$ cat src/hw/rtl/rsfr_pkg.sv
package rsfr_pkg;

	localparam int unsigned WordW     = 32;
	localparam int unsigned LenW      = 30;
	localparam int unsigned ShortLenW = 9;
	localparam int unsigned ShortPosW = 22;
	localparam int unsigned CfgIdxW   = 2;

	typedef logic [WordW-1:0]   word_t;
	typedef logic [LenW-1:0]    len_t;
	typedef logic [CfgIdxW-1:0] cfg_idx_t;

	localparam cfg_idx_t CFG_START  = 2'd0;
	localparam cfg_idx_t CFG_END    = 2'd1;
	localparam cfg_idx_t CFG_OFFSET = 2'd2;

	typedef enum logic [1:0] {
		PH_HEADER  = 2'd0,
		PH_POSWORD = 2'd1,
		PH_PAYLOAD = 2'd2
	} phase_t;

	// one queue entry: the words one input request gives
	typedef struct packed {
		logic  two;
		word_t w0;
		word_t w1;
	} rec_t;

endpackage

$ cat src/hw/rtl/rsfr_in_if.sv
interface rsfr_in_if;
	logic          valid;
	logic          ready;
	logic [31:0]   in_word;
	logic          final_word;

	modport source (output valid, output in_word, output final_word, input ready);
	modport sink   (input valid, input in_word, input final_word, output ready);
endinterface

$ cat src/hw/rtl/rsfr_out_if.sv
interface rsfr_out_if;
	logic          valid;
	logic          ready;
	logic [31:0]   out_word;
	logic          run_last;

	modport source (output valid, output out_word, output run_last, input ready);
	modport sink   (input valid, input out_word, input run_last, output ready);
endinterface

$ cat src/hw/rtl/rsfr_front.sv
module rsfr_front (
	input  logic              clk,
	input  logic              arst_n,
	rsfr_in_if.sink           in_ch,
	input  logic              cfg_we,
	input  rsfr_pkg::cfg_idx_t cfg_index,
	input  rsfr_pkg::word_t   cfg_data,
	input  logic              q_full,
	output logic              push,
	output rsfr_pkg::rec_t    push_ent
);

	rsfr_pkg::word_t  start_q, end_q, offset_q;
	rsfr_pkg::phase_t phase_q, phase_d;
	rsfr_pkg::len_t   pend_q, pend_d;
	rsfr_pkg::len_t   left_q, left_d;
	logic             keep_q, keep_d;
	logic             stopped_q, stopped_d;

	logic             accept;
	logic             begin_rec;
	rsfr_pkg::word_t  pos;
	rsfr_pkg::len_t   len;
	rsfr_pkg::word_t  new_pos;

	assign in_ch.ready = !q_full;
	assign accept      = in_ch.valid && in_ch.ready;

	always_ff @(posedge clk or negedge arst_n) begin
		if (!arst_n) begin
			start_q  <= '0;
			end_q    <= '0;
			offset_q <= '0;
		end else if (cfg_we) begin
			case (cfg_index)
				rsfr_pkg::CFG_START:  start_q  <= cfg_data;
				rsfr_pkg::CFG_END:    end_q    <= cfg_data;
				rsfr_pkg::CFG_OFFSET: offset_q <= cfg_data;
				default: ;
			endcase
		end
	end

	always_ff @(posedge clk or negedge arst_n) begin
		if (!arst_n) begin
			phase_q   <= rsfr_pkg::PH_HEADER;
			pend_q    <= '0;
			left_q    <= '0;
			keep_q    <= 1'b0;
			stopped_q <= 1'b0;
		end else begin
			phase_q   <= phase_d;
			pend_q    <= pend_d;
			left_q    <= left_d;
			keep_q    <= keep_d;
			stopped_q <= stopped_d;
		end
	end

	// header fields: long position word or short header
	always_comb begin
		if (phase_q == rsfr_pkg::PH_POSWORD) begin
			pos = in_ch.in_word;
			len = pend_q;
		end else begin
			pos = {{(rsfr_pkg::WordW - rsfr_pkg::ShortPosW){1'b0}},
				in_ch.in_word[rsfr_pkg::ShortPosW-1:0]};
			len = {{(rsfr_pkg::LenW - rsfr_pkg::ShortLenW){1'b0}},
				in_ch.in_word[30:rsfr_pkg::ShortPosW]};
		end
		new_pos = pos + offset_q;
	end

	always_comb begin
		phase_d      = phase_q;
		pend_d       = pend_q;
		left_d       = left_q;
		keep_d       = keep_q;
		stopped_d    = stopped_q;
		begin_rec    = 1'b0;
		push         = 1'b0;
		push_ent.two = 1'b0;
		push_ent.w0  = in_ch.in_word;
		push_ent.w1  = new_pos;

		if (accept) begin
			if (!stopped_q) begin
				case (phase_q)
					rsfr_pkg::PH_PAYLOAD: begin
						push   = keep_q;
						left_d = left_q - 1'b1;
						if (left_q == rsfr_pkg::LenW'(1)) begin
							phase_d = rsfr_pkg::PH_HEADER;
							keep_d  = 1'b0;
						end
					end
					rsfr_pkg::PH_POSWORD: begin
						begin_rec = 1'b1;
					end
					default: begin
						if (in_ch.in_word[31]) begin
							begin_rec = 1'b1;
						end else begin
							pend_d  = in_ch.in_word[rsfr_pkg::LenW-1:0];
							phase_d = rsfr_pkg::PH_POSWORD;
						end
					end
				endcase

				if (begin_rec) begin
					keep_d  = 1'b0;
					left_d  = len;
					phase_d = (len != '0) ? rsfr_pkg::PH_PAYLOAD : rsfr_pkg::PH_HEADER;
					if (pos < start_q) begin
						// skipped, payload consumed silently
					end else if (end_q != '0 && pos >= end_q) begin
						stopped_d = 1'b1;
						phase_d   = rsfr_pkg::PH_HEADER;
						left_d    = '0;
					end else if (len != '0) begin
						keep_d = 1'b1;
						push   = 1'b1;
						if (new_pos[31:rsfr_pkg::ShortPosW] == '0
								&& len[rsfr_pkg::LenW-1:rsfr_pkg::ShortLenW] == '0) begin
							push_ent.w0 = {1'b1, len[rsfr_pkg::ShortLenW-1:0],
								new_pos[rsfr_pkg::ShortPosW-1:0]};
						end else begin
							push_ent.two = 1'b1;
							push_ent.w0  = {2'b00, len};
						end
					end
				end
			end

			if (in_ch.final_word) begin
				phase_d   = rsfr_pkg::PH_HEADER;
				pend_d    = '0;
				left_d    = '0;
				keep_d    = 1'b0;
				stopped_d = 1'b0;
			end
		end
	end

endmodule

$ cat src/hw/rtl/rsfr_queue.sv
module rsfr_queue #(
	parameter int unsigned DEPTH = 4
) (
	input  logic           clk,
	input  logic           arst_n,
	input  logic           push,
	input  rsfr_pkg::rec_t push_ent,
	output logic           full,
	output logic           head_valid,
	output rsfr_pkg::rec_t head_ent,
	input  logic           pop
);

	localparam int unsigned PtrW = (DEPTH > 1) ? $clog2(DEPTH) : 1;
	localparam int unsigned CntW = $clog2(DEPTH + 1);

	rsfr_pkg::rec_t    ent_q [DEPTH];
	logic [PtrW-1:0]   wr_q, rd_q;
	logic [CntW-1:0]   cnt_q;
	logic              do_push, do_pop;

	assign full       = (cnt_q == CntW'(DEPTH));
	assign head_valid = (cnt_q != '0);
	assign head_ent   = ent_q[rd_q];
	assign do_push    = push && !full;
	assign do_pop     = pop && head_valid;

	always_ff @(posedge clk) begin
		if (do_push) begin
			ent_q[wr_q] <= push_ent;
		end
	end

	always_ff @(posedge clk or negedge arst_n) begin
		if (!arst_n) begin
			wr_q  <= '0;
			rd_q  <= '0;
			cnt_q <= '0;
		end else begin
			if (do_push) begin
				wr_q <= (wr_q == PtrW'(DEPTH - 1)) ? '0 : wr_q + 1'b1;
			end
			if (do_pop) begin
				rd_q <= (rd_q == PtrW'(DEPTH - 1)) ? '0 : rd_q + 1'b1;
			end
			case ({do_push, do_pop})
				2'b10:   cnt_q <= cnt_q + 1'b1;
				2'b01:   cnt_q <= cnt_q - 1'b1;
				default: cnt_q <= cnt_q;
			endcase
		end
	end

endmodule

$ cat src/hw/rtl/rsfr_back.sv
module rsfr_back (
	input  logic           clk,
	input  logic           arst_n,
	input  logic           head_valid,
	input  rsfr_pkg::rec_t head_ent,
	output logic           pop,
	rsfr_out_if.source     out_ch
);

	logic            ov_q;
	logic            hi_q;
	rsfr_pkg::word_t word_q;
	logic            last_q;
	logic            load;

	assign load            = !ov_q || out_ch.ready;
	// pop once the last word of the head entry goes into the output register
	assign pop             = load && head_valid && (hi_q || !head_ent.two);
	assign out_ch.valid    = ov_q;
	assign out_ch.out_word = word_q;
	assign out_ch.run_last = last_q;

	always_ff @(posedge clk or negedge arst_n) begin
		if (!arst_n) begin
			ov_q <= 1'b0;
			hi_q <= 1'b0;
		end else if (load) begin
			ov_q <= head_valid;
			if (head_valid) begin
				hi_q <= head_ent.two && !hi_q;
			end
		end
	end

	always_ff @(posedge clk) begin
		if (load && head_valid) begin
			word_q <= hi_q ? head_ent.w1 : head_ent.w0;
			last_q <= hi_q || !head_ent.two;
		end
	end

endmodule

$ cat src/hw/rtl/record_stream_filter_rebase_top.sv
// channel   direction  payload               handshake
// in_ch     in         in_word, final_word   valid / ready
// out_ch    out        out_word, run_last    valid / ready
// cfg       in         cfg_index, cfg_data   cfg_we, no back-pressure
//
// one input word per cycle while the queue is not full; a kept record's long header
// gives two output words, so the output port sets the pace then.
// a request's words go into the queue, then from its head into the output register;
// the queue holds QueueDepth requests' worth of results between the two sides.
// arst_n clears parser, queue pointers and config; no clearing pass.
// input stalls only when the queue is full; output stalls hold the output register.
module record_stream_filter_rebase_top #(
	parameter int unsigned QueueDepth = 4
) (
	input  logic               clk,
	input  logic               arst_n,
	rsfr_in_if.sink            in_ch,
	rsfr_out_if.source         out_ch,
	input  logic               cfg_we,
	input  rsfr_pkg::cfg_idx_t cfg_index,
	input  rsfr_pkg::word_t    cfg_data
);

	logic           q_full;
	logic           push;
	rsfr_pkg::rec_t push_ent;
	logic           head_valid;
	rsfr_pkg::rec_t head_ent;
	logic           pop;

	rsfr_front u_front (
		.clk      (clk),
		.arst_n   (arst_n),
		.in_ch    (in_ch),
		.cfg_we   (cfg_we),
		.cfg_index(cfg_index),
		.cfg_data (cfg_data),
		.q_full   (q_full),
		.push     (push),
		.push_ent (push_ent)
	);

	rsfr_queue #(
		.DEPTH(QueueDepth)
	) u_queue (
		.clk       (clk),
		.arst_n    (arst_n),
		.push      (push),
		.push_ent  (push_ent),
		.full      (q_full),
		.head_valid(head_valid),
		.head_ent  (head_ent),
		.pop       (pop)
	);

	rsfr_back u_back (
		.clk       (clk),
		.arst_n    (arst_n),
		.head_valid(head_valid),
		.head_ent  (head_ent),
		.pop       (pop),
		.out_ch    (out_ch)
	);

endmodule

$ cat src/flat_wrapper.sv
// flat-port wrapper written by rule: the top's interface ports become plain ports
module record_stream_filter_rebase_top_flat 
#(
	parameter int unsigned QueueDepth = 4
)
  (clk, arst_n, cfg_we, cfg_index, cfg_data, in_ch_valid, in_ch_in_word, in_ch_final_word, in_ch_ready, out_ch_valid, out_ch_out_word, out_ch_run_last, out_ch_ready);
  rsfr_in_if in_ch_i ();
  rsfr_out_if out_ch_i ();
  input  logic clk;
  input  logic arst_n;
  input  logic cfg_we;
  input  rsfr_pkg::cfg_idx_t cfg_index;
  input  rsfr_pkg::word_t cfg_data;
  input wire logic [$bits(in_ch_i.valid)-1:0] in_ch_valid;
  input wire logic [$bits(in_ch_i.in_word)-1:0] in_ch_in_word;
  input wire logic [$bits(in_ch_i.final_word)-1:0] in_ch_final_word;
  output wire logic [$bits(in_ch_i.ready)-1:0] in_ch_ready;
  output wire logic [$bits(out_ch_i.valid)-1:0] out_ch_valid;
  output wire logic [$bits(out_ch_i.out_word)-1:0] out_ch_out_word;
  output wire logic [$bits(out_ch_i.run_last)-1:0] out_ch_run_last;
  input wire logic [$bits(out_ch_i.ready)-1:0] out_ch_ready;
  assign in_ch_i.valid = in_ch_valid;
  assign in_ch_i.in_word = in_ch_in_word;
  assign in_ch_i.final_word = in_ch_final_word;
  assign in_ch_ready = in_ch_i.ready;
  assign out_ch_valid = out_ch_i.valid;
  assign out_ch_out_word = out_ch_i.out_word;
  assign out_ch_run_last = out_ch_i.run_last;
  assign out_ch_i.ready = out_ch_ready;
  record_stream_filter_rebase_top #(.QueueDepth(QueueDepth)) u_core (.clk(clk), .arst_n(arst_n), .in_ch(in_ch_i), .out_ch(out_ch_i), .cfg_we(cfg_we), .cfg_index(cfg_index), .cfg_data(cfg_data));
endmodule
$ cat config.mk
export PLATFORM = sky130hd
export DESIGN_NAME = record_stream_filter_rebase_top_flat
export DESIGN_NICKNAME = d
export VERILOG_FILES = /design/src/hw/rtl/rsfr_pkg.sv /design/src/hw/rtl/rsfr_in_if.sv /design/src/hw/rtl/rsfr_out_if.sv /design/src/hw/rtl/rsfr_front.sv /design/src/hw/rtl/rsfr_queue.sv /design/src/hw/rtl/rsfr_back.sv /design/src/hw/rtl/record_stream_filter_rebase_top.sv /design/src/flat_wrapper.sv
export SDC_FILE = /design/constraint.sdc
export NUM_CORES = 1
export LEC_CHECK = 0
export BUFFER_PORTS_ARGS = -buffer_cell sky130_fd_sc_hd__buf_2
export CAP_MARGIN = 20
export CORE_UTILIZATION = 23
export DETAILED_ROUTE_END_ITERATION = 12
export RECOVER_POWER = 100
export SYNTH_ARGS = -nofsm -noshare
export SYNTH_HDL_FRONTEND = slang
export SYNTH_SLANG_ARGS = --single-unit
$ cat constraint.sdc
create_clock -name clk -period 15.2 [get_ports clk]
set_input_delay 0 -clock clk [delete_from_list [all_inputs] [get_ports clk]]
set_output_delay 0 -clock clk [all_outputs]
set_load 0.005 [all_outputs]
==> results.toml <==
[place]
place.gp.congestion = 0.891
dpl.cell_count = 3079
placed_cell_area_um2 = 24400
port_buffers = 106
place_ws_ns = 9.89
dp_hpwl_um = 45200

[synth]
synth.distinct_cells = 71
ys_warn_count = 0
yosysSeqAreaShare = 0.583
synthCells = 1758
async_flop_share = 0.366
synth_xor_area_frac = 0.0141
synth_top_family_by_area = "compound AO/OA/AOI/OAI gates"
syn_nets = 1931
synth_edf_count = 293
syn_avg_cell_area_um2 = 12.7
synthFlopType = "edfxtp_1"
synth_mux_area_frac = 0.107
netlist_area_um2 = 22300
synth-compound-area-share = 0.114
ys_seq_elements = 462
synthAdderAreaFrac = 0.0572
synth_simple_gate_area_frac = 0.0933

[timing]
fin_crit_sh = 0.605
holdWs_ns = 0.0656
tightest_slew_ns = 4.59
fin_crit_ns = 9.20
worst_slack_ns = 6.00
rsz0062_at_grt = "no"
relSlewSlack = -2.06
hold_viol_final = 0
finClkSkew_ns = 0.0206
timing.fmax_mhz = 109
setup_violations = 0
setup_tns_ns = 0
slew_viol_final = 678

[layout]
fin_util = 0.277
regArea_um2 = 13000
area_growth_syn_to_layout_pct = 18.5
fin_nets = 2102
final_cell_mix = "edfxtp_1, nand2_1, dfrtp_1"
layout_commonest_cell = "edfxtp_1"
fin_area_um2 = 26500
multiInputGateArea_um2 = 8610
nFillCells = 9917
diodes = 0
instances_no_fill = 3233
drive_above_1_share = 0.155

[cts]
cts_setup_buffers = 0
cts_tree = "done"
clock_sinks = 462
cts-buffers-inserted = 47
root_buffer = "clkbuf_16"
clk_latency_ns = 0.60
path_clk_slew_ns = 0.06
htree_levels = 2
cts_buffer_depth = 3
cts_resized = 0

[detailed_routing]
routed_via_density = 4.72
drtIter0Drc = 1500
ant_nets = 0
vias = 15300
first_pass_iters = 5
wl_per_cell_um = 19.6
drc = 0
drt-total-wl_um = 63300

[floorplan]
ios = 107
die_area_um2 = 98400
initial_core_util = 0.234
die_w_um = 314
rows = 113
core_um2 = 95600
die_y_um = 314

[worst_setup_path]
cp_max_fo = 49
cp-start-kind = "register"
cp-end-kind = "register"
max_stage_delay_ns = 2.29
cp_cell_sequence = "inv_1, ha_1, clkbuf_1, nand2_1, xor2_1, nand4_1, o21ai_0, a211o_1, a31oi_1, o21ai_0, or2_2, a21oi_1, and2_0, clkbuf_1"
critical-path-slowest-cell = "clkbuf_1"
worstPathArrival_ns = 9.33
worstPathRequired_ns = 15.34
path_class = "reg -> reg"

[grt]
grt_pass1_wl_um = 95000
grt-ovfl-total = 0
antenna_found_initial = 3
grt_util_all_layers = 0.127
grt_start_max_net_pins = 80
grt_pass1_vias = 15000

[status]
violations = "capacitance limit, slew limit"
status = "finished, violations left"

[worst_hold_path]
hp-class = "in -> reg"

[power_and_ir_drop]
p_leak_nw = 10.1
ir_drop_uv = 87.8
pwr_density_cell_nw_per_um2 = 175
power_mw = 4.64

[job]
max_cap_viol_count = 14
-- cells in the mapped netlist, types with 4 or more instances --
master	n	area share
o21bai_1	6	0.0020
nor2_1	69	0.012
nand2b_1	10	0.0028
a221o_1	10	0.0045
nand4_1	21	0.0059
nor3_1	29	0.0065
dfrtp_1	169	0.19
nand2_1	219	0.037
a21oi_1	71	0.016
inv_1	108	0.018
a22o_1	46	0.018
edfxtp_1	293	0.39
o21ai_1	6	0.0013
and2_1	22	0.0062
nor2b_1	7	0.0020
xnor2_1	20	0.0078
or3_1	6	0.0017
buf_1	17	0.0029
buf_2	7	0.0016
nor4b_1	8	0.0031
o21a_1	7	0.0024
a22oi_1	6	0.0020
o31ai_1	13	0.0044
ha_1	99	0.055
mux2_2	73	0.037
mux4_2	65	0.066
and3_1	6	0.0017
xor2_1	16	0.0063
a31oi_1	13	0.0036
nor4_1	20	0.0056
mux2i_1	10	0.0045
clkbuf_1	51	0.0086
a32o_1	5	0.0022
o21ai_0	98	0.022
nand3_1	13	0.0029
nand3b_1	4	0.0013
o31a_1	17	0.0067
a21o_1	35	0.012
o211ai_1	5	0.0017
or4_1	5	0.0017
-- registers in the layout, summed over array words and instances, names as in the netlist --
| signal | count |
|---|---|
| u_core.u_back.out_ch.valid | 1 |
| u_core.u_front.phase_q | 2 |
| u_core.u_back.hi_q | 1 |
| u_core.u_front.pend_q | 30 |
| u_core.u_queue.rd_q | 2 |
| u_core.u_queue.wr_q | 2 |
| u_core.u_front.stopped_q | 1 |
| u_core.u_front.keep_q | 1 |
| u_core.u_front.left_q | 30 |
| u_core.u_front.end_q | 32 |
| u_core.u_front.offset_q | 32 |
| u_core.u_front.start_q | 32 |
| u_core.u_back.out_ch.run_last | 1 |
| u_core.u_queue.ent_q | 260 |
| u_core.u_back.out_ch.out_word | 32 |
| u_core.u_queue.cnt_q | 3 |
-- per-layer routing --
metal | share of wire | up-vias | global-route usage
met1 | 0.48 | 7694 | 0.191
li1 | - | 6972 | -
met2 | 0.43 | 535 | 0.188
met3 | 0.076 | 62 | 0.0241
met4 | 0.014 | 0 | 0.0259
met5 | 0 | - | 0
-- worst max-delay path, delay by kind of cell (launching register included) --
family	cells	cell delay (ns)
buffers and inverters	3	4.19
AO/OA/AOI/OAI	5	1.47
flip-flops	1	0.40
XOR/XNOR	1	0.30
AND/OR/NAND/NOR	4	2.19
adder cells (fa/ha/maj)	1	0.13
-- report_power, final --
group | total (mW) | internal [mW] | leakage [nW] | switching (mW)
registers | 1.82 | 1.64 | 4.79 | 0.175
logic | 1.64 | 0.630 | 4.59 | 1.01
clock network | 1.18 | 0.672 | 0.746 | 0.509
total | 4.64 | 2.94 | 10.1 | 1.70
-- cells by family after synthesis --
group	count (synthesis)
muxes	148
buffers and inverters	184
xor gates and xnor gates	36
and+or+nand+nor	450
DFF	462
adders and majority gates	101
AOI/OAI and AO/OA	377
-- worst paths after layout --
kind	from	slack [ns]	to	cells past startpoint
setup / recovery	u_core.u_front.phase_q[1]$_DFFE_PN0P_	6.00	u_core.u_queue.ent_q[3][30]$_DFFE_PP_	14
hold / removal	in_ch_in_word[30]	0.07	u_core.u_queue.ent_q[0][62]$_DFFE_PP_	2
setup reg to reg	u_core.u_front.phase_q[1]$_DFFE_PN0P_	6.00	u_core.u_queue.ent_q[3][30]$_DFFE_PP_	14
hold reg to reg	u_core.u_back.out_ch.valid$_DFFE_PN0N_	0.49	u_core.u_back.out_ch.valid$_DFFE_PN0N_	2
max in group asynchronous	arst_n	9.49	u_core.u_front.stopped_q$_DFFE_PN0P_	3
min in group asynchronous	arst_n	1.56	u_core.u_front.start_q[11]$_DFFE_PN0P_	2
-- timing repair --
item	in CTS	in global routing
setup endpoints to repair	0	0
hold buffers	65	0
endpoints found under the hold margin	299	0
-- area by class of cell --
class,count,area share
inverters,109,0.0155
well taps,1265,0.0598
multi-input cells,1112,0.325
clock buffers,69,0.0495
flip-flops and latches,462,0.492
clock inverters,19,0.00907
repair buffers,197,0.0488
No activity file was read; power rests on OpenSTA's default activity.
